**src/rtl/pef_ram.sv**
```systemverilog
// Generic single-port-write, single-port-read RAM with a registered read.
// No dependencies.
module pef_ram #(
	parameter int WIDTH = 8,
	parameter int DEPTH = 16
) (
	input  logic                     clk,
	input  logic                     we,
	input  logic [$clog2(DEPTH)-1:0] waddr,
	input  logic [WIDTH-1:0]         wdata,
	input  logic                     re,
	input  logic [$clog2(DEPTH)-1:0] raddr,
	output logic [WIDTH-1:0]         rdata
);

	logic [WIDTH-1:0] mem [DEPTH];

	always_ff @(posedge clk) begin
		if (we)
			mem[waddr] <= wdata;
		if (re)
			rdata <= mem[raddr];
	end

endmodule

```
**config.mk**
```make
export PLATFORM = sky130hd
export DESIGN_NAME = pef_ram
export DESIGN_NICKNAME = d
export VERILOG_FILES = /design/src/rtl/pef_ram.sv
export SDC_FILE = /design/constraint.sdc
export NUM_CORES = 1
export LEC_CHECK = 0
export BUFFER_PORTS_ARGS = -buffer_cell sky130_fd_sc_hd__buf_2
export CAP_MARGIN = 10
export CORE_UTILIZATION = 35
export CTS_CLUSTER_DIAMETER = 30
export DETAILED_ROUTE_END_ITERATION = 8
export PLACE_DENSITY = 0.58
export SLEW_MARGIN = 0
export SYNTH_ARGS = -nofsm -noshare
export SYNTH_HDL_FRONTEND = slang
export SYNTH_SLANG_ARGS = --single-unit
```
**constraint.sdc**
```tcl
create_clock -name clk -period 2 [get_ports clk]
set_input_delay 0.4 -clock clk [delete_from_list [all_inputs] [get_ports clk]]
set_output_delay 0.4 -clock clk [all_outputs]
set_load 0.03 [all_outputs]
```
==> impl_metrics.json, run 1 <==
{
  "status": "finished, final reports clean",
  "irDropWorstVdd_mv": 0.622,
  "worstHoldStart": "re",
  "rsz0062_at_grt": "false",
  "synth_top_family_by_area": "multiplexers",
  "vias": 2465,
  "post-route-util_pct": 42.6,
  "fillers": 1282,
  "grt_pass1_vias": 2595,
  "max_slew_margin_pct": 73.4,
  "synth_compound_area_share_pct": 2.30,
  "fin_skew_ns": 0.00629,
  "postCtsResizedCells": 0,
  "fin_area_sq_mm": 0.00620,
  "cts_tree": "built",
  "area_growth_pct": 18.5,
  "yosys.area_share.simple_pct": 3.14,
  "cap_violations": 0,
  "rows": 44,
  "diodes": 0,
  "postSynthCellCount": 229,
  "setup_viol": 0,
  "p_per_area_mw_per_mm2": 989,
  "yosys_register_bits": 136,
  "dieWidth_microns": 124,
  "power.leakage_nw": 2.08,
  "cts_root_buffer": "clkbuf_16",
  "critPathLaunch": "raddr[0]",
  "r2r-start": "mem[8][7]$_DFFE_PP_",
  "synth_edf_count": 136,
  "finalCritPeriodShare_pct": 79.2,
  "wl_microns": 10300,
  "tns_ns": 0,
  "io_pins": 27,
  "cp.required_ns": 2.16,
  "syn-cell-area_sq_mm": 0.00523,
  "whs_ns": 0.369,
  "yosysSeqAreaShare_pct": 78.1,
  "clk_latency_ns": 0.41,
  "fmax_mhz": 632,
  "hpwl_microns": 6590,
  "grt_first_pass_wirelength_microns": 16200,
  "placed_area_sq_mm": 0.00572,
  "portBuffers": 26,
  "fin_nets": 307,
  "grt_max_degree": 18,
  "drt.antenna.violating_nets": 0,
  "async_flop_share_pct": 0,
  "crit_buf_inv": 2,
  "endpoint_kind": "flop",
  "ys_types": 18,
  "routedWlPerCell_microns": 21.4,
  "path_class": "input pin to flop",
  "start_kind": "input pin",
  "slew_violations": 0,
  "muxShareOfSynthArea_pct": 14.8,
  "worstPathArrival_ns": 1.74,
  "dieArea_sq_mm": 0.0154,
  "synthAdderAreaFrac_pct": 0,
  "drcViolationCount": 0,
  "initial_core_util_pct": 36.0,
  "postCtsSetupRepairBufs": 0,
  "drt_iter0_drc": 180,
  "layout_min_cycle_time_ns": 1.58,
  "die_h_microns": 124,
  "worst-path-max-fanout": 11,
  "clk_pin_slew_ns": 0.05,
  "gp_congestion": 0.699,
  "htreeDepth": 4,
  "yosys_warnings": 0,
  "p_total_mw": 6.13,
  "grtUsageTotal_pct": 14.8,
  "drive_gt1_share_pct": 29.8,
  "critical_path.top_delay_family": "multiplexers",
  "overflow": 0,
  "avgSynthCellArea_sq_um": 22.8,
  "first_pass_iters": 4,
  "antenna_found_initial": 0,
  "max_stage_delay_ns": 0.58,
  "min_path_type": "input pin to flop",
  "core_area_sq_mm": 0.0145,
  "viasPerCell": 5.10,
  "clock_sinks": 136,
  "hold_viol": 0,
  "clock_path_buffers": 2,
  "cts_buffers": 17,
  "synth_fp_nets": 248,
  "path_cells": "buf_2, buf_4, mux4_1, a22oi_1, nand2_1",
  "worstMarginPinSlew_ns": 0.399,
  "crit_slowest_cell": "mux4_1",
  "synth_ff_type": "edfxtp_1",
  "hold_buffers": 0,
  "synth_xor_area_share_pct": 0
}
where the power goes:
part           internal (mW)  total [mW]  switching [mW]  leakage [nW]
logic                  0.135       0.333           0.199         0.612
clock network           1.53        2.57            1.03         0.235
registers               3.21        3.23          0.0157          1.24
total                   4.88        6.13            1.25          2.08
kinds of logic (layout without fill, tap and decap cells):
kind of cell | Yosys count | after routing
flip-flops | 136 | 136
buffers and inverters | 10 | 80
AND/OR/NAND/NOR | 35 | 35
AO/OA/AOI/OAI | 16 | 16
multiplexers | 32 | 32
synthesized netlist by cell type (2+ instances only):
master / number / share of area [%]
mux4_2: 18 / 7.8
nand2_1: 9 / 0.65
nor2_1: 13 / 0.93
nor3_1: 4 / 0.38
a22oi_1: 16 / 2.3
buf_6: 3 / 0.65
edfxtp_1: 136 / 78
mux4_1: 14 / 7.0
buf_2: 3 / 0.29
nand2b_1: 2 / 0.24
clkdlybuf4s25_2: 3 / 0.57
nand3b_1: 2 / 0.29
cells in the final DEF (no fill, tap or decap):
cell	instances
edfxtp_1	136
buf_2	26
buf_4	21
mux4_2	18
clkbuf_16	17
a22oi_1	16
mux4_1	14
nor2_1	13
nand2_1	9
clkbuf_1	5
clkinv_1	5
nor3_1	4
clkinv_2	3
buf_12	3
nand3b_1	2
nand2b_1	2
nor2b_1	1
and2_1	1
and2b_1	1
nand3_1	1
or3b_2	1
area by class of cell:
cell class	count	area, sq um	area share, %
clock buffer	22	444	7.17
clock inverter	8	33.8	0.545
multi-input combinational	83	1060	17.1
sequential	136	4080	65.9
tap	184	230	3.71
timing repair buffer	50	348	5.61
flip-flops by register name (all words and copies together), names as in the netlist:
register,flops
mem,128
rdata,8
final timing paths:
check | to | slack [ns] | cells after the start
hold / removal | rdata[7]$_DFFE_PP_ | 0.37 | 1
hold reg to reg | rdata[2]$_DFFE_PP_ | 0.74 | 3
setup reg to reg | rdata[7]$_DFFE_PP_ | 0.52 | 3
setup / recovery | rdata[2]$_DFFE_PP_ | 0.42 | 5
through the flow:
stage	worst slack, ns	std cells
floorplan	0.107	229
global placement	-0.0465	453
detailed placement	-0.0423	453
CTS	0.407	483
global route	0.333	483
finish	0.417	483
metal layers:
layer,part of all wire (%),GRT usage [%]
met2,46,21.2
met5,0,0
met1,47,20.9
met3,5.3,4.48
met4,1.6,6.17
Note: power is estimated with default switching activity, not from simulation.
==> inputs of run 2 (changes only) <==
--- a/config.mk
+++ b/config.mk
@@ -5,12 +5,13 @@
 export SDC_FILE = /design/constraint.sdc
 export NUM_CORES = 1
 export LEC_CHECK = 0
+export ABC_AREA = 1
 export BUFFER_PORTS_ARGS = -buffer_cell sky130_fd_sc_hd__buf_2
 export CAP_MARGIN = 10
 export CORE_UTILIZATION = 35
 export CTS_CLUSTER_DIAMETER = 30
 export DETAILED_ROUTE_END_ITERATION = 8
-export PLACE_DENSITY = 0.58
+export PLACE_DENSITY = 0.6
 export SLEW_MARGIN = 0
 export SYNTH_ARGS = -nofsm -noshare
 export SYNTH_HDL_FRONTEND = slang
==> constraint.sdc (replaced) <==
create_clock -name clk -period 1.3 [get_ports clk]
set_input_delay 0.26 -clock clk [delete_from_list [all_inputs] [get_ports clk]]
set_output_delay 0.26 -clock clk [all_outputs]
set_load 0.03 [all_outputs]
==> impl_metrics.json, run 2 <==
{
  "fmax_mhz": 781,
  "yosys_register_bits": 136,
  "reg_top3": "mem: 128 flops, rdata: 8 flops",
  "setup_viol": 0,
  "postCtsResizedCells": 1,
  "fin_skew_ns": 0.0104,
  "dieArea_sq_mm": 0.0172,
  "layout_common_cells": "nand2_1 (173), edfxtp_1 (136), inv_1 (100)",
  "min_path_type": "input pin to flop",
  "drt_iter0_drc": 415,
  "clk_pin_slew_ns": 0.06,
  "yosys_warnings": 0,
  "p_switching_mw": 2.28,
  "power.leakage_nw": 2.99,
  "status": "finished, final reports clean",
  "syn-cell-area_sq_mm": 0.00585,
  "worst-path-max-fanout": 1,
  "worstPathArrival_ns": 1.02,
  "p_per_area_mw_per_mm2": 1550,
  "drcViolationCount": 0,
  "first_pass_iters": 6,
  "cts_buffers": 17,
  "rows": 46,
  "core_area_sq_mm": 0.0161,
  "layout_min_cycle_time_ns": 1.28,
  "overflow": 0,
  "crit_buf_inv": 1,
  "path_cells": "buf_4",
  "portBuffers": 26,
  "path_class": "flop to primary output",
  "regMostFlops": "mem",
  "post-place-ws_ns": -0.176,
  "diodes": 0,
  "wl_microns": 13800,
  "drive_gt1_share_pct": 13.4,
  "initial_core_util_pct": 36.3,
  "hold_buffers": 0,
  "rsz0062_at_grt": "false",
  "synth_common_cells": "nand2_1 (173), edfxtp_1 (136), inv_1 (100)",
  "drt.antenna.violating_nets": 0,
  "cp.required_ns": 1.04,
  "grtUsageTotal_pct": 17.1,
  "clk_latency_ns": 0.43,
  "antenna_found_initial": 0,
  "share_seq_of_total_power_pct": 46.1,
  "endpoint_kind": "primary output",
  "postSynthCellCount": 551,
  "max_stage_delay_ns": 0.41,
  "synth_edf_count": 136,
  "grt_max_degree": 43,
  "hpwl_microns": 8730,
  "switching_share_pct": 21.1,
  "grt_first_pass_wirelength_microns": 21900,
  "synth_area_leaders": "edfxtp_1 (70%), nand2_1 (11%), nand3_1 (8.3%)",
  "htreeDepth": 4,
  "p_int_mw": 8.51,
  "cts_tree": "built",
  "die_h_microns": 131,
  "max_slew_margin_pct": 61.6,
  "dieWidth_microns": 131,
  "viasPerCell": 4.72,
  "critical_path.top_delay_family": "flip-flops",
  "layout_commonest_cell": "nand2_1",
  "gp_congestion": 0.906,
  "postCtsSetupRepairBufs": 0,
  "synth_fp_nets": 570,
  "avgSynthCellArea_sq_um": 10.6,
  "tns_ns": 0,
  "finalCritPeriodShare_pct": 98.5,
  "clkPwrFrac_pct": 47.7,
  "largest_reg_flops": 128,
  "area_growth_pct": 19.3,
  "routedWlPerCell_microns": 16.7,
  "cap_violations": 0,
  "fin_nets": 617,
  "power_frac_comb_pct": 6.2,
  "io_pins": 27,
  "async_flop_share_pct": 0,
  "clock_path_buffers": 2,
  "synth_most_common_cell": "nand2_1",
  "yosysSeqAreaShare_pct": 69.8,
  "synth_ff_type": "edfxtp_1",
  "crit_slowest_cell": "edfxtp_1",
  "worstMarginPinSlew_ns": 0.575,
  "slew_violations": 0,
  "clock_sinks": 136,
  "yosys.area.top_type": "edfxtp_1",
  "irDropWorstVdd_mv": 0.894,
  "ys_types": 11,
  "start_kind": "flop",
  "fin_ws_ns": 0.0193,
  "synth_top_area_share_pct": 69.8,
  "grt_pass1_vias": 3835,
  "vias": 3906,
  "hold_viol": 0,
  "cts_root_buffer": "clkbuf_16"
}
[run 2: path summary, 6_finish.rpt]
kind | start | endpoint | slack, ns | cells after the start
setup reg to reg | mem[6][5]$_DFFE_PP_ | rdata[5]$_DFFE_PP_ | 0.13 | 6
hold reg to reg | mem[14][4]$_DFFE_PP_ | rdata[4]$_DFFE_PP_ | 0.74 | 6
setup / recovery | rdata[4]$_DFFE_PP_ | rdata[4] | 0.02 | 1
hold / removal | re | rdata[6]$_DFFE_PP_ | 0.21 | 1
[run 2: cell type report]
type | count | area [sq um]
fill | 1537 | 9140
sequential | 136 | 4080
tap | 216 | 270
clock buffer | 17 | 425
clock inverter | 15 | 208
inverter | 102 | 383
multi-input combinational | 289 | 1210
timing repair buffer | 52 | 390
[run 2: stage by stage]
step | instance area, sq um | hold WS, ns | instances | power (mW) | utilization [%]
after floorplan | 5850 | 0.359 | 551 | 5.44 | -
after global placement | 6310 | 0.628 | 795 | 5.71 | 39.2
after detailed placement | 6310 | 0.640 | 795 | 5.72 | 39.2
after CTS | 6950 | 0.191 | 827 | 10.9 | 43.1
after global routing | 6970 | 0.193 | 827 | 11.1 | 43.3
final | 6970 | 0.208 | 827 | 10.8 | 43.3
[run 2: cells by family after synthesis]
group / Yosys count / synth area share [%]
simple gates: 289 / 20.8
buf+inv: 126 / 9.39
flops: 136 / 69.8
[run 2: metal layers]
layer  up-vias  track usage (%)  wire length (microns)
li1       1878                -                      -
met3        28             4.63                    796
met2       143             25.1                   6250
met5         -                0                      0
met4         0             8.07                    316
met1      1857             23.5                   6490
[run 2: power groups by stage]
stage / combinational, mW / clock (mW) / sequential [mW]
2_1_floorplan: 0.346 / 0 / 5.10
3_3_place_gp: 0.653 / 0 / 5.06
3_5_place_dp: 0.659 / 0 / 5.06
4_1_cts: 0.664 / 5.22 / 4.97
5_1_grt: 0.740 / 5.38 / 4.98
6_report: 0.672 / 5.15 / 4.97
