===== config.mk =====
export PLATFORM = sky130hd
export DESIGN_NAME = pef_div
export DESIGN_NICKNAME = d
export VERILOG_FILES = /design/src/rtl/pef_pkg.sv /design/src/rtl/pef_div.sv
export SDC_FILE = /design/constraint.sdc
export NUM_CORES = 1
export LEC_CHECK = 0
export ABC_AREA = 1
export BUFFER_PORTS_ARGS = -buffer_cell sky130_fd_sc_hd__buf_2
export CAP_MARGIN = 20
export CELL_PAD_IN_SITES_DETAIL_PLACEMENT = 1
export CELL_PAD_IN_SITES_GLOBAL_PLACEMENT = 2
export CORE_ASPECT_RATIO = 1.75
export CORE_UTILIZATION = 30
export DETAILED_ROUTE_END_ITERATION = 10
export GPL_ROUTABILITY_DRIVEN = 0
export PLACE_DENSITY = 0.79
export SYNTH_ARGS = -nofsm -noshare
export SYNTH_HDL_FRONTEND = slang
export SYNTH_SLANG_ARGS = --single-unit

===== constraint.sdc =====
create_clock -name clk -period 2.45 [get_ports clk]
set_input_delay 0.49 -clock clk [delete_from_list [all_inputs] [get_ports clk]]
set_output_delay 0.49 -clock clk [all_outputs]
set_load 0.005 [all_outputs]

===== src/rtl/pef_pkg.sv =====
// Package for the epoch folding unit: sizes, codes, state encoding and helpers.
// No dependencies; the files that use it refer to it by scoped names.
package pef_pkg;

	localparam int MAX_BINS   = 256;
	localparam int BIN_W      = $clog2(MAX_BINS);
	localparam int BCNT_W     = $clog2(MAX_BINS + 1);
	localparam int MOD_W      = BCNT_W + 1;
	localparam int MODK_W     = $clog2(MOD_W);
	localparam int SUM_W      = 48;
	localparam int CNT_W      = 40;
	localparam int MEAN_W     = 25;
	localparam int ENT_W      = SUM_W + CNT_W;
	localparam int DIV_K_W    = $clog2(SUM_W);
	localparam int CFG_IDX_W  = 3;
	localparam int CFG_DATA_W = 40;

	localparam logic signed [MEAN_W-1:0] S25_MAX = {1'b0, {(MEAN_W-1){1'b1}}};
	localparam logic signed [MEAN_W-1:0] S25_MIN = {1'b1, {(MEAN_W-1){1'b0}}};
	localparam logic signed [SUM_W-1:0]  S48_MAX = {1'b0, {(SUM_W-1){1'b1}}};
	localparam logic signed [SUM_W-1:0]  S48_MIN = {1'b1, {(SUM_W-1){1'b0}}};

	localparam logic RES_PEAK  = 1'b0;
	localparam logic RES_ENTRY = 1'b1;

	typedef enum logic [1:0] {
		KIND_SAMPLE,
		KIND_FINISH,
		KIND_READ,
		KIND_NONE
	} kind_t;

	typedef enum logic [CFG_IDX_W-1:0] {
		REG_BINS,
		REG_STEP,
		REG_ALPHA,
		REG_BASE,
		REG_CLIP,
		REG_DC,
		REG_LIMIT
	} cfg_reg_t;

	typedef enum logic [4:0] {
		ST_IDLE,
		ST_S_LP,
		ST_S_DS,
		ST_S_DEC,
		ST_S_MEAN,
		ST_S_MUL,
		ST_S_TEST,
		ST_S_BV,
		ST_S_ACC,
		ST_S_PHASE,
		ST_F_RD,
		ST_F_WAIT,
		ST_F_DIV,
		ST_F_END,
		ST_R_MOD,
		ST_R_RD,
		ST_R_WAIT,
		ST_R_DIV,
		ST_OUT
	} state_t;

	// Saturate a sum that grew by one bit back to the stored sum width.
	function automatic logic signed [SUM_W-1:0] sat_sum(input logic signed [SUM_W:0] v);
		logic signed [SUM_W-1:0] r;
		if (v[SUM_W] != v[SUM_W-1])
			r = v[SUM_W] ? S48_MIN : S48_MAX;
		else
			r = v[SUM_W-1:0];
		return r;
	endfunction

	// Count up, sticking at all ones.
	function automatic logic [CNT_W-1:0] inc_sat(input logic [CNT_W-1:0] c);
		logic [CNT_W-1:0] r;
		r = (&c) ? c : c + CNT_W'(1);
		return r;
	endfunction

endpackage


===== src/rtl/pef_div.sv =====
// Bin mean unit: signed sum over unsigned count, one quotient bit per cycle.
// Depends on pef_pkg for widths and saturation limits.
module pef_div (
	input  logic                               clk,
	input  logic                               arst_n,
	input  logic                               start,
	input  logic signed [pef_pkg::SUM_W-1:0]   sum,
	input  logic [pef_pkg::CNT_W-1:0]          cnt,
	output logic                               done,
	output logic signed [pef_pkg::MEAN_W-1:0]  mean
);

	localparam logic [pef_pkg::SUM_W-1:0] MAG_LIM =
		pef_pkg::SUM_W'(1) << (pef_pkg::MEAN_W - 1);

	logic                            run_q;
	logic                            fin_q;
	logic [pef_pkg::DIV_K_W-1:0]     k_q;
	logic                            neg_q;
	logic                            zero_q;
	logic [pef_pkg::SUM_W-1:0]       dvd_q;
	logic [pef_pkg::CNT_W-1:0]       dvs_q;
	logic [pef_pkg::CNT_W-1:0]       rem_q;
	logic [pef_pkg::CNT_W:0]         rs;
	logic                            ge;

	assign rs = {rem_q, dvd_q[pef_pkg::SUM_W-1]};
	assign ge = (rs >= {1'b0, dvs_q});

	always_ff @(posedge clk or negedge arst_n) begin
		if (!arst_n) begin
			run_q <= 1'b0;
			fin_q <= 1'b0;
			k_q   <= '0;
		end else begin
			fin_q <= 1'b0;
			if (start) begin
				run_q <= 1'b1;
				k_q   <= pef_pkg::DIV_K_W'(pef_pkg::SUM_W - 1);
			end else if (run_q) begin
				if (k_q == '0) begin
					run_q <= 1'b0;
					fin_q <= 1'b1;
				end else begin
					k_q <= k_q - pef_pkg::DIV_K_W'(1);
				end
			end
		end
	end

	always_ff @(posedge clk) begin
		if (start) begin
			neg_q  <= sum[pef_pkg::SUM_W-1];
			zero_q <= (cnt == '0);
			dvd_q  <= sum[pef_pkg::SUM_W-1] ? pef_pkg::SUM_W'(-sum) : pef_pkg::SUM_W'(sum);
			dvs_q  <= cnt;
			rem_q  <= '0;
		end else if (run_q) begin
			rem_q <= ge ? pef_pkg::CNT_W'(rs - {1'b0, dvs_q}) : pef_pkg::CNT_W'(rs);
			dvd_q <= {dvd_q[pef_pkg::SUM_W-2:0], ge};
		end
	end

	// The quotient sits in dvd_q once the last bit is in; clip it to 25-bit signed.
	always_comb begin
		if (zero_q)
			mean = '0;
		else if (neg_q)
			mean = (dvd_q >= MAG_LIM) ? pef_pkg::S25_MIN
				: -$signed(pef_pkg::MEAN_W'(dvd_q));
		else
			mean = (dvd_q >= MAG_LIM - pef_pkg::SUM_W'(1)) ? pef_pkg::S25_MAX
				: $signed(pef_pkg::MEAN_W'(dvd_q));
	end

	assign done = fin_q;

endmodule


==> impl_metrics.csv, run 1 <==
group,metric,value,unit
pwr,power.density,468.3,nW/um^2
run_status,violations,"negative setup slack",
floorplan,start_util,30.56,%
drt,drt-vias-per-instance,4.921,
global_routing,grt_pass1_vias,13379,
clock_tree,clock_path_buffers,2,
timing,rsz0062_at_grt,"yes",
setup_path,rrSetupSlack,0.12,ns
global_routing,grt_pass1_wl,69790,um
yosys,yosys_warnings,0,
drt,totalWireLength,45470,um
final_layout,multi_input_area,7186,um^2
timing,hold_violations,0,
timing,fin_crit_sh,116.7,%
setup_path,worstPathMaxFanout,5,
timing,slew_viol_final,0,
timing,tightest_slew,0.5280,ns
placed_design,dp_hpwl,36990,um
drt,post_drt_wl_per_cell,17.89,um
final_layout,final_util,39.00,%
global_routing,antenna_found_initial,4,
clock_tree,cts.sinks,138,
setup_path,cp-start-kind,"register",
timing,finClkSkew,0.01243,ns
drt,ant_nets,0,
timing,relSlewSlack,64.58,%
global_routing,grt_overflow,0,
job,cap_violations,0,
global_routing,grt_usage,23.18,%
timing,fin_ws,-0.4087,ns
setup_path,cp.arrival,2.37,ns
placed_design,port_buffers,116,
yosys,yosysTopAreaCellShare,22.96,%
floorplan,core,38510,um^2
clock_tree,cts_tree,"yes",
setup_path,path_class,"register to output port",
final_layout,nNetsFinal,2178,
placed_design,pre_cts_ws,-0.1074,ns
pwr,p_leak,7.422,nW
floorplan,die_area,40060,um^2
setup_path,critPathRequiredTime,1.96,ns
yosys,yosys-top-cells-area,"edfxtp_1, nand2_1, inv_1, nand3_1, dfxtp_1",
yosys,synth_top_cell_by_area,"edfxtp_1",
drt,route.vias.total,12509,
floorplan,die_w,151.7,um
timing,finalSetupTns,-7.161,ns
drt,drt_pass1_iterations,4,
run_status,run_status,"finished with violations",
pwr,peakVddDrop,404.6,uV
clock_tree,h-tree-depth,4,
yosys,synth_edf_count,90,
final_layout,seq_area,3704,um^2
yosys,synth_cell_types,49,
drt,drt-initial-drc-count,393,
clock_tree,cts_root_buf,"clkbuf_16",
clock_tree,numCtsBuffers,17,
yosys,synth-main-ff-cell,"edfxtp_1",
hold_path,min_path_type,"input pin to register",
final_layout,area_growth,27.60,%
timing,setup_violations,25,
clock_tree,clock_latency,0.46,ns
yosys,ys_ff_latch,138,
drt,drc,0,
timing,timing.fmax,349.8,MHz
clock_tree,clk_pin_slew,0.06,ns
setup_path,end_kind,"output port",
yosys,synth_seq_area_share,31.47,%
timing,period_needed,2.859,ns
floorplan,num_io_pins,117,
yosys,syn_nets,1958,
floorplan,die_y,264.0,um
floorplan,num_rows,95,
final_layout,post_route_cells_drive_above_1_share,20.06,%
yosys,synthArstFlopShare,5.797,%
yosys,syn_inst,1821,
yosys,synth_area_per_cell,6.464,um^2
yosys,syn_area,11770,um^2
final_layout,n_fill_cell,5024,
global_routing,grt_max_degree,61,
metal layers:
layer | GRT usage (%) | up-vias | routed length (um)
li1 | - | 6262 | -
met1 | 20.08 | 5888 | 14900
met2 | 46.04 | 221 | 26030
met3 | 3.040 | 136 | 1079
met4 | 17.18 | 2 | 3449
met5 | 0 | - | 8
cells by family (layout without fill, tap and decap cells):
| logic type | after synthesis | after routing | synth area share [%] |
|---|---|---|---|
| other cells | 0 | 3 | 0 |
| buf+inv | 354 | 586 | 12.00 |
| flops | 138 | 138 | 31.47 |
| simple gates | 1079 | 1080 | 40.04 |
| fa+ha+maj | 46 | 46 | 4.954 |
| xor+xnor | 54 | 54 | 4.018 |
| compound gates | 150 | 150 | 7.516 |
Yosys cell counts (2+ instances only):
cell type,instances
dfxtp_1,40
a31oi_2,6
nor4_1,15
nand3_1,161
a31oi_1,10
inv_1,304
a21oi_1,31
buf_4,4
nand4_1,39
nor2_1,171
nand3_2,5
edfxtp_1,90
buf_2,7
nor4_2,2
or2_2,6
and2_1,3
dfrtp_1,8
clkbuf_1,20
ha_1,45
a21oi_2,6
nor2_4,4
o31ai_1,2
buf_6,8
nand3b_1,26
xnor2_1,24
o21ai_1,21
nand2_2,6
nand2_4,2
nor3_1,29
nor2_2,12
o21bai_1,3
a21o_1,2
inv_2,4
xor2_1,30
o21ai_0,62
nand2_1,595
buf_1,6
repair_timing:
item,CTS,global route
setup endpoints to repair,25,64
gates resized for setup,52,70
cloned,1,1
hold endpoints to repair,8,0
pin swaps,17,30
hold buffers,1,0
setup buffers,16,22
per-stage QoR:
| step | hold WS, ns | power [W] | area [um^2] | instances |
|---|---|---|---|---|
| 3_5_place_dp | 0.3553 | 0.004117 | 13480 | 2466 |
| 5_1_grt | 0.2120 | 0.007338 | 15020 | 2541 |
| 4_1_cts | 0.1960 | 0.006981 | 14450 | 2516 |
| 6_report | 0.2218 | 0.007033 | 15020 | 2542 |
| 2_1_floorplan | 0.1944 | 0.003552 | 11770 | 1821 |
| 3_3_place_gp | 0.3517 | 0.004081 | 13480 | 2466 |
critical path: stages, from the launching register on:
cell and delay, ns:
edfxtp_1 0.43, buf_4 0.16, inv_2 0.05, nor4_4 0.35, nand4_4 0.20, nand2_8 0.15, buf_8 0.15, nor3_4 0.04
nor3_2 0.21, buf_2 0.17
area by class of cell:
| cell class | count | area share [%] |
|---|---|---|
| multi-input cells | 1330 | 47.85 |
| flip-flops and latches | 138 | 24.66 |
| repair buffers | 245 | 11.61 |
| inverters | 309 | 7.723 |
| well taps | 485 | 4.041 |
| clock buffers | 17 | 2.833 |
| clock inverters | 15 | 1.241 |
| diodes | 3 | 0.04999 |
path summary, 6_finish.rpt:
path                                        start                      to  cells after the start
setup / recovery               dvd_q[4]$_DFFE_PP_                 mean[6]                      9
hold / removal                             cnt[9]      dvs_q[9]$_DFFE_PP_                      1
setup reg to reg              dvs_q[32]$_DFFE_PP_      dvd_q[0]$_DFFE_PP_                     12
hold reg to reg            rem_q[18]$_SDFFE_PP0P_  rem_q[18]$_SDFFE_PP0P_                      2
max in group asynchronous                  arst_n      k_q[3]$_DFFE_PN0P_                      2
min in group asynchronous                  arst_n      k_q[2]$_DFFE_PN0P_                      2
registers in the layout, summed over array words and instances, names as in the netlist:
| name | count |
|---|---|
| neg_q | 1 |
| rem_q | 40 |
| done | 1 |
| zero_q | 1 |
| dvs_q | 40 |
| run_q | 1 |
| dvd_q | 48 |
| k_q | 6 |
cell usage in the layout (no fill, tap or decap), types with 26 or more instances in the layout:
cell type  count
edfxtp_1      90
dfxtp_1       40
ha_1          32
nand3_1      151
nand2_1      583
o21ai_0       59
nor2_1       149
xor2_1        30
a21oi_1       29
buf_4        110
buf_2        115
inv_1        301
nand3b_1      26
nand4_1       39
where the power goes:
part | leakage [nW] | switching [W] | total, W | internal (W)
logic | 5.78 | 0.000913 | 0.00148 | 0.000562
registers | 1.35 | 0.000110 | 0.00278 | 0.00267
clock network | 0.300 | 0.00115 | 0.00277 | 0.00162
(Power assumes the default switching activity.)
==> run 2, diff against run 1 <==
- CORE_ASPECT_RATIO: 1.75 -> not set
- MAX_ROUTING_LAYER: not set -> met4
==> run 2 against run 1 <==
The flow still finishes with violations (negative setup slack); sequential cell count did not move; critical path depth rose by 2; wire length down 6.6%; worst hold slack better by 0.0028 ns; clock skew about the same; final cell count is 0.71% lower; clock power shrank 6%; final area decreased by 3.6%; die area is essentially flat; sequential share of layout area up 0.93 points; maximum frequency up 0.79%; largest power group unchanged.
==> impl_metrics.csv, run 2 (same netlist as run 1, synthesis figures left out) <==
group,metric,value,unit
setup_path,path_buf_inv,2,
setup_path,critPathSlowestCell,"edfxtp_1",
floorplan,start_util,30.46,%
setup_path,crit_chain,"inv_1 > nand2_1 > nor2_1 > nand4_1 > nor2_2 > nand2_1 > xor2_1 > nand2_1 > o21ai_2 > nor2_1 > buf_2",
setup_path,crit_end,"mean[22]",
setup_path,end_kind,"output port",
drt,post_drt_wl_per_cell,16.82,um
timing,hold_violations,0,
floorplan,die_area,40030,um^2
global_routing,grt_pass1_wl,66790,um
timing,period_needed,2.836,ns
setup_path,cp-start-kind,"register",
placed_design,port_buffers,116,
setup_path,r2r-start,"dvs_q[34]$_DFFE_PP_",
drt,totalWireLength,42460,um
hold_path,min_path_type,"input pin to register",
setup_path,crit_cells,11,
global_routing,antenna_found_initial,2,
drt,drt-vias-per-instance,4.838,
floorplan,core,38650,um^2
run_status,violations,"negative setup slack",
timing,timing.fmax,352.6,MHz
pwr,peakVddDrop,443.7,uV
timing,finClkSkew,0.01275,ns
final_layout,layout_common_cells,"nand2_1, inv_1, nor2_1, nand3_1, buf_2",
setup_path,worstPathMaxFanout,4,
setup_path,cpMostUsedCell,"nand2_1",
final_layout,largest_register,"dvd_q",
clock_tree,cts_tree,"yes",
pwr,power,0.006760,W
global_routing,grt_pass1_vias,12714,
clock_tree,cts_root_buf,"clkbuf_16",
timing,fin_crit_sh,115.8,%
global_routing,grt_max_degree,58,
final_layout,post_route_cells_drive_above_1_share,16.42,%
timing,tightest_slew,0.7124,ns
pwr,p_leak,7.143,nW
setup_path,r2r-end,"dvd_q[0]$_DFFE_PP_",
setup_path,setup.worst_path.start,"dvd_q[8]$_DFFE_PP_",
final_layout,largest_reg_flops,48,
setup_path,cp.arrival,2.35,ns
drt,drt-initial-drc-count,531,
run_status,run_status,"finished with violations",
drt,ant_nets,0,
clock_tree,clk_pin_slew,0.07,ns
setup_path,r2r_cells,10,
floorplan,die_y,200.1,um
job,cap_violations,0,
drt,drc,0,
placed_design,dp.cells,2460,
setup_path,critical-path-top-delay-family,"simple AND/OR/NAND/NOR gates",
pwr,power.density,467.0,nW/um^2
floorplan,num_io_pins,117,
final_layout,nNetsFinal,2128,
setup_path,critPathRequiredTime,1.96,ns
timing,relSlewSlack,52.46,%
floorplan,num_rows,72,
clock_tree,clock_path_buffers,2,
global_routing,grt_overflow,0,
clock_tree,h-tree-depth,4,
timing,slew_viol_final,0,
final_layout,top_regs,"dvd_q (48), dvs_q (40), rem_q (40)",
final_layout,final_util,37.45,%
clock_tree,cts.sinks,138,
placed_design,dp_hpwl,33150,um
global_routing,grt_usage,22.31,%
setup_path,max_stage_delay,0.48,ns
final_layout,fin_cells,2524,
drt,route.vias.total,12210,
final_layout,layout_commonest_cell,"nand2_1",
timing,setup_violations,25,
floorplan,die_w,200.1,um
setup_path,rrSetupSlack,0.18,ns
drt,drt_pass1_iterations,4,
timing,rsz0062_at_grt,"yes",
timing,fin_ws,-0.3862,ns
final_layout,area_growth,22.98,%
clock_tree,numCtsBuffers,17,
clock_tree,clock_latency,0.46,ns
setup_path,path_class,"register to output port",
==> run 2: power by group <==
group	internal, W	switching, W	total [W]	leakage, nW
clock network	0.00148	0.00112	0.00259	0.282
registers	0.00267	0.000117	0.00279	1.35
logic	0.000494	0.000881	0.00138	5.51
==> run 2: worst min-delay path by stage <==
stage,end,from,cells after the start,slack [ns]
after floorplan,done$_DFF_PN0_,arst_n,0,0.19
after global placement,done$_DFF_PN0_,arst_n,1,0.35
after detailed placement,k_q[0]$_DFFE_PN0P_,arst_n,1,0.35
after CTS,dvs_q[9]$_DFFE_PP_,cnt[9],1,0.19
after global routing,dvs_q[1]$_DFFE_PP_,cnt[1],1,0.19
final,dvs_q[11]$_DFFE_PP_,cnt[11],1,0.22
==> run 2: what timing repair did <==
| item | 4_1_cts | 5_1_grt |
|---|---|---|
| setup buffers | 10 | 14 |
| cloned | 3 | 2 |
| endpoints found under the setup margin | 25 | 65 |
| hold endpoints to repair | 8 | 0 |
| resized for setup | 37 | 42 |
| hold buffers | 1 | 0 |
| pin swaps | 19 | 17 |
==> run 2: per-layer routing <==
layer  track usage (%)  share of wire [%]  wire (um)  vias to the layer above
met5                 -                  0          0                        -
met4             6.474                2.0        843                        0
met3             3.427                3.1       1320                       47
met2             37.62                 49      20820                      207
met1             27.44                 46      19470                     5813
li1                  -                  -          -                     6143
==> run 2: per-stage QoR <==
| stage | hold slack (ns) | area (um^2) | TNS [ns] | worst slack [ns] |
|---|---|---|---|---|
| after global placement | 0.3487 | 13240 | 0 | 0.05775 |
| after floorplan | 0.1944 | 11770 | 0 | 0.2732 |
| after global routing | 0.1921 | 14480 | -11.72 | -0.6281 |
| after detailed placement | 0.3469 | 13240 | -0.02304 | -0.02304 |
| final | 0.2247 | 14480 | -7.925 | -0.3862 |
| after CTS | 0.1935 | 14130 | -8.878 | -0.3847 |
==> run 2: cell type report <==
| class | instances | area [um^2] |
|---|---|---|
| antenna | 2 | 5.005 |
| clock buffer | 19 | 454.2 |
| clock inverter | 13 | 132.6 |
| fill | 5016 | 24170 |
| inverter | 309 | 1160 |
| multi-input combinational | 1331 | 6999 |
| sequential | 138 | 3704 |
| tap | 518 | 648.1 |
| timing repair buffer | 194 | 1373 |
==> run 2: worst reg2reg max path, cell delays in order (launching register included) <==
cell	delay, ns
edfxtp_1	0.32
inv_1	0.04
ha_1	0.36
a21oi_1	0.28
o21ai_1	0.15
a21oi_2	0.15
nand2_2	0.07
nor2_4	0.23
nand2_8	0.13
nand2_1	0.16
o21ai_1	0.12
==> run 3, diff against run 2 <==
==> constraint.sdc (replaced) <==
create_clock -name clk -period 2.45 [get_ports clk]
set_input_delay 0.3675 -clock clk [delete_from_list [all_inputs] [get_ports clk]]
set_output_delay 0.3675 -clock clk [all_outputs]
set_load 0.005 [all_outputs]
==> run 3 against run 2 <==
Register-to-register slack got worse by 0.03 ns; final cell count up 0.12%; maximum frequency grew 2.0%; critical path type unchanged; final area up 0.17%; clock power up 4%; the flow still finishes with violations (negative setup slack); sequential share of layout area about the same; power rose by 1.8%; wire length is 0.97% lower; clock-buffer cell count up 1; critical path depth shrank 4; non-clock buffer count up 4; clock skew shrank 0.0032 ns.
==> impl_metrics.csv, run 3 (same netlist as run 1, synthesis figures left out) <==
group,metric,value,unit
clock_tree,numCtsBuffers,17,
floorplan,num_io_pins,117,
drt,route.vias.total,12251,
timing,finClkSkew,0.009581,ns
floorplan,start_util,30.46,%
drt,drc,0,
setup_path,cpMostUsedCell,"nand2_8",
final_layout,top_regs,"dvd_q (48), dvs_q (40), rem_q (40)",
final_layout,n_fill_cell,5006,
drt,drt_pass1_iterations,5,
final_layout,post_route_cells_drive_above_1_share,16.73,%
setup_path,critPathRequiredTime,2.08,ns
timing,fin_crit_sh,113.4,%
pwr,peakVddDrop,354.0,uV
placed_design,pre_cts_ws,0.06784,ns
timing,hold_violations,0,
final_layout,fin_area,14500,um^2
final_layout,layout_common_cells,"nand2_1, inv_1, nor2_1, nand3_1, buf_2",
timing,timing.fmax,359.8,MHz
setup_path,end_kind,"output port",
drt,totalWireLength,42050,um
final_layout,nNetsFinal,2132,
final_layout,layout_commonest_cell,"nand2_1",
timing,fin_hold_ws,0.1085,ns
setup_path,setup.worst_path.start,"dvd_q[7]$_DFFE_PP_",
run_status,run_status,"finished with violations",
clock_tree,clock_path_buffers,2,
setup_path,critical-path-top-delay-family,"simple AND/OR/NAND/NOR gates",
timing,fin_ws,-0.3293,ns
placed_design,post_dp_cell_area,13170,um^2
hold_path,min_from,"cnt[28]",
setup_path,worstPathMaxFanout,6,
global_routing,grt_overflow,0,
global_routing,grt_pass1_vias,12866,
timing,setup_violations,25,
run_status,violations,"negative setup slack",
pwr,power.density,474.8,nW/um^2
clock_tree,cts_tree,"yes",
final_layout,area_growth,23.20,%
clock_tree,clk_pin_slew,0.07,ns
timing,relSlewSlack,54.22,%
clock_tree,clock_latency,0.45,ns
global_routing,antenna_found_initial,1,
timing,finalSetupTns,-6.066,ns
placed_design,dp.cells,2454,
clock_tree,h-tree-depth,4,
drt,ant_nets,0,
final_layout,fin_cells,2527,
placed_design,dp_hpwl,32920,um
job,cap_violations,0,
floorplan,die_y,200.1,um
hold_path,min_path_type,"input pin to register",
setup_path,crit_chain,"nand4_1 > nor4_4 > nand4_4 > nand2_8 > nand2_8 > a31oi_4 > buf_2",
setup_path,r2r-start,"dvs_q[15]$_DFFE_PP_",
pwr,p_leak,7.162,nW
clock_tree,cts.sinks,138,
timing,tightest_slew,0.6868,ns
global_routing,grt_pass1_wl,67120,um
timing,rsz0062_at_grt,"yes",
floorplan,die_area,40030,um^2
floorplan,num_rows,72,
floorplan,die_w,200.1,um
placed_design,port_buffers,116,
global_routing,grt_usage,22.27,%
timing,slew_viol_final,0,
clock_tree,cts_root_buf,"clkbuf_16",
global_routing,grt_max_degree,58,
setup_path,critPathSlowestCell,"edfxtp_1",
final_layout,largest_register,"dvd_q",
setup_path,path_buf_inv,1,
floorplan,core,38650,um^2
setup_path,cp.arrival,2.41,ns
final_layout,largest_reg_flops,48,
setup_path,path_class,"register to output port",
timing,period_needed,2.779,ns
setup_path,max_stage_delay,0.46,ns
drt,drt-vias-per-instance,4.848,
drt,post_drt_wl_per_cell,16.64,um
setup_path,cp-start-kind,"register",
drt,drt-initial-drc-count,481,
[run 3: cell types whose count changed in the layout (fill, tap and decap cells not counted), sizes merged]
cell    delta
diode      -1
bufinv     +1
clkinv     -2
clkbuf     +1
buf        +4
[run 3: per-stage QoR]
stage / util, % / power (W)
2_1_floorplan: - / 0.003552
3_3_place_gp: 34.08 / 0.004015
3_5_place_dp: 34.08 / 0.004046
4_1_cts: 36.50 / 0.006862
5_1_grt: 37.52 / 0.007262
6_report: 37.52 / 0.006884
[run 3: path summary, 6_finish.rpt]
check	to	slack [ns]	depth (start not counted)
hold reg to reg	rem_q[18]$_SDFFE_PP0P_	0.48	2
hold / removal	dvs_q[28]$_DFFE_PP_	0.11	1
min in group asynchronous	run_q$_DFF_PN0_	0.29	2
setup / recovery	mean[7]	-0.33	7
setup reg to reg	dvd_q[0]$_DFFE_PP_	0.15	14
max in group asynchronous	k_q[4]$_DFFE_PN0P_	1.98	2
[run 3: metal layers]
metal | vias up | GRT usage [%] | wire, um | share of wire (%)
met1 | 5865 | 27.33 | 19310 | 46
met5 | - | - | 0 | 0
met2 | 184 | 37.99 | 20720 | 49
met4 | 0 | 5.966 | 825 | 2.0
li1 | 6153 | - | - | -
met3 | 49 | 3.259 | 1187 | 2.8
[run 3: area by class of cell]
class	instances	area [um^2]	area share (%)
clock inverters	12	135.1	0.9319
well taps	518	648.1	4.470
clock buffers	20	467.9	3.227
diodes	1	2.502	0.01726
multi-input cells	1331	7014	48.37
inverters	309	1160	7.999
repair buffers	198	1369	9.440
flip-flops and latches	138	3704	25.54
[run 3: timing repair]
| action | in CTS | in global routing |
|---|---|---|
| pin swaps | 14 | 19 |
| hold buffers | 1 | 0 |
| gates cloned | 1 | 2 |
| endpoints found under the setup margin | 25 | 65 |
| endpoints found under the hold margin | 8 | 0 |
| setup buffers | 20 | 16 |
| gates resized for setup | 30 | 55 |
[run 3: power by group]
group	internal, W	switching, W
Sequential	0.00267	0.000118
Clock	0.00160	0.00111
Combinational	0.000508	0.000879
Total	0.00478	0.00211
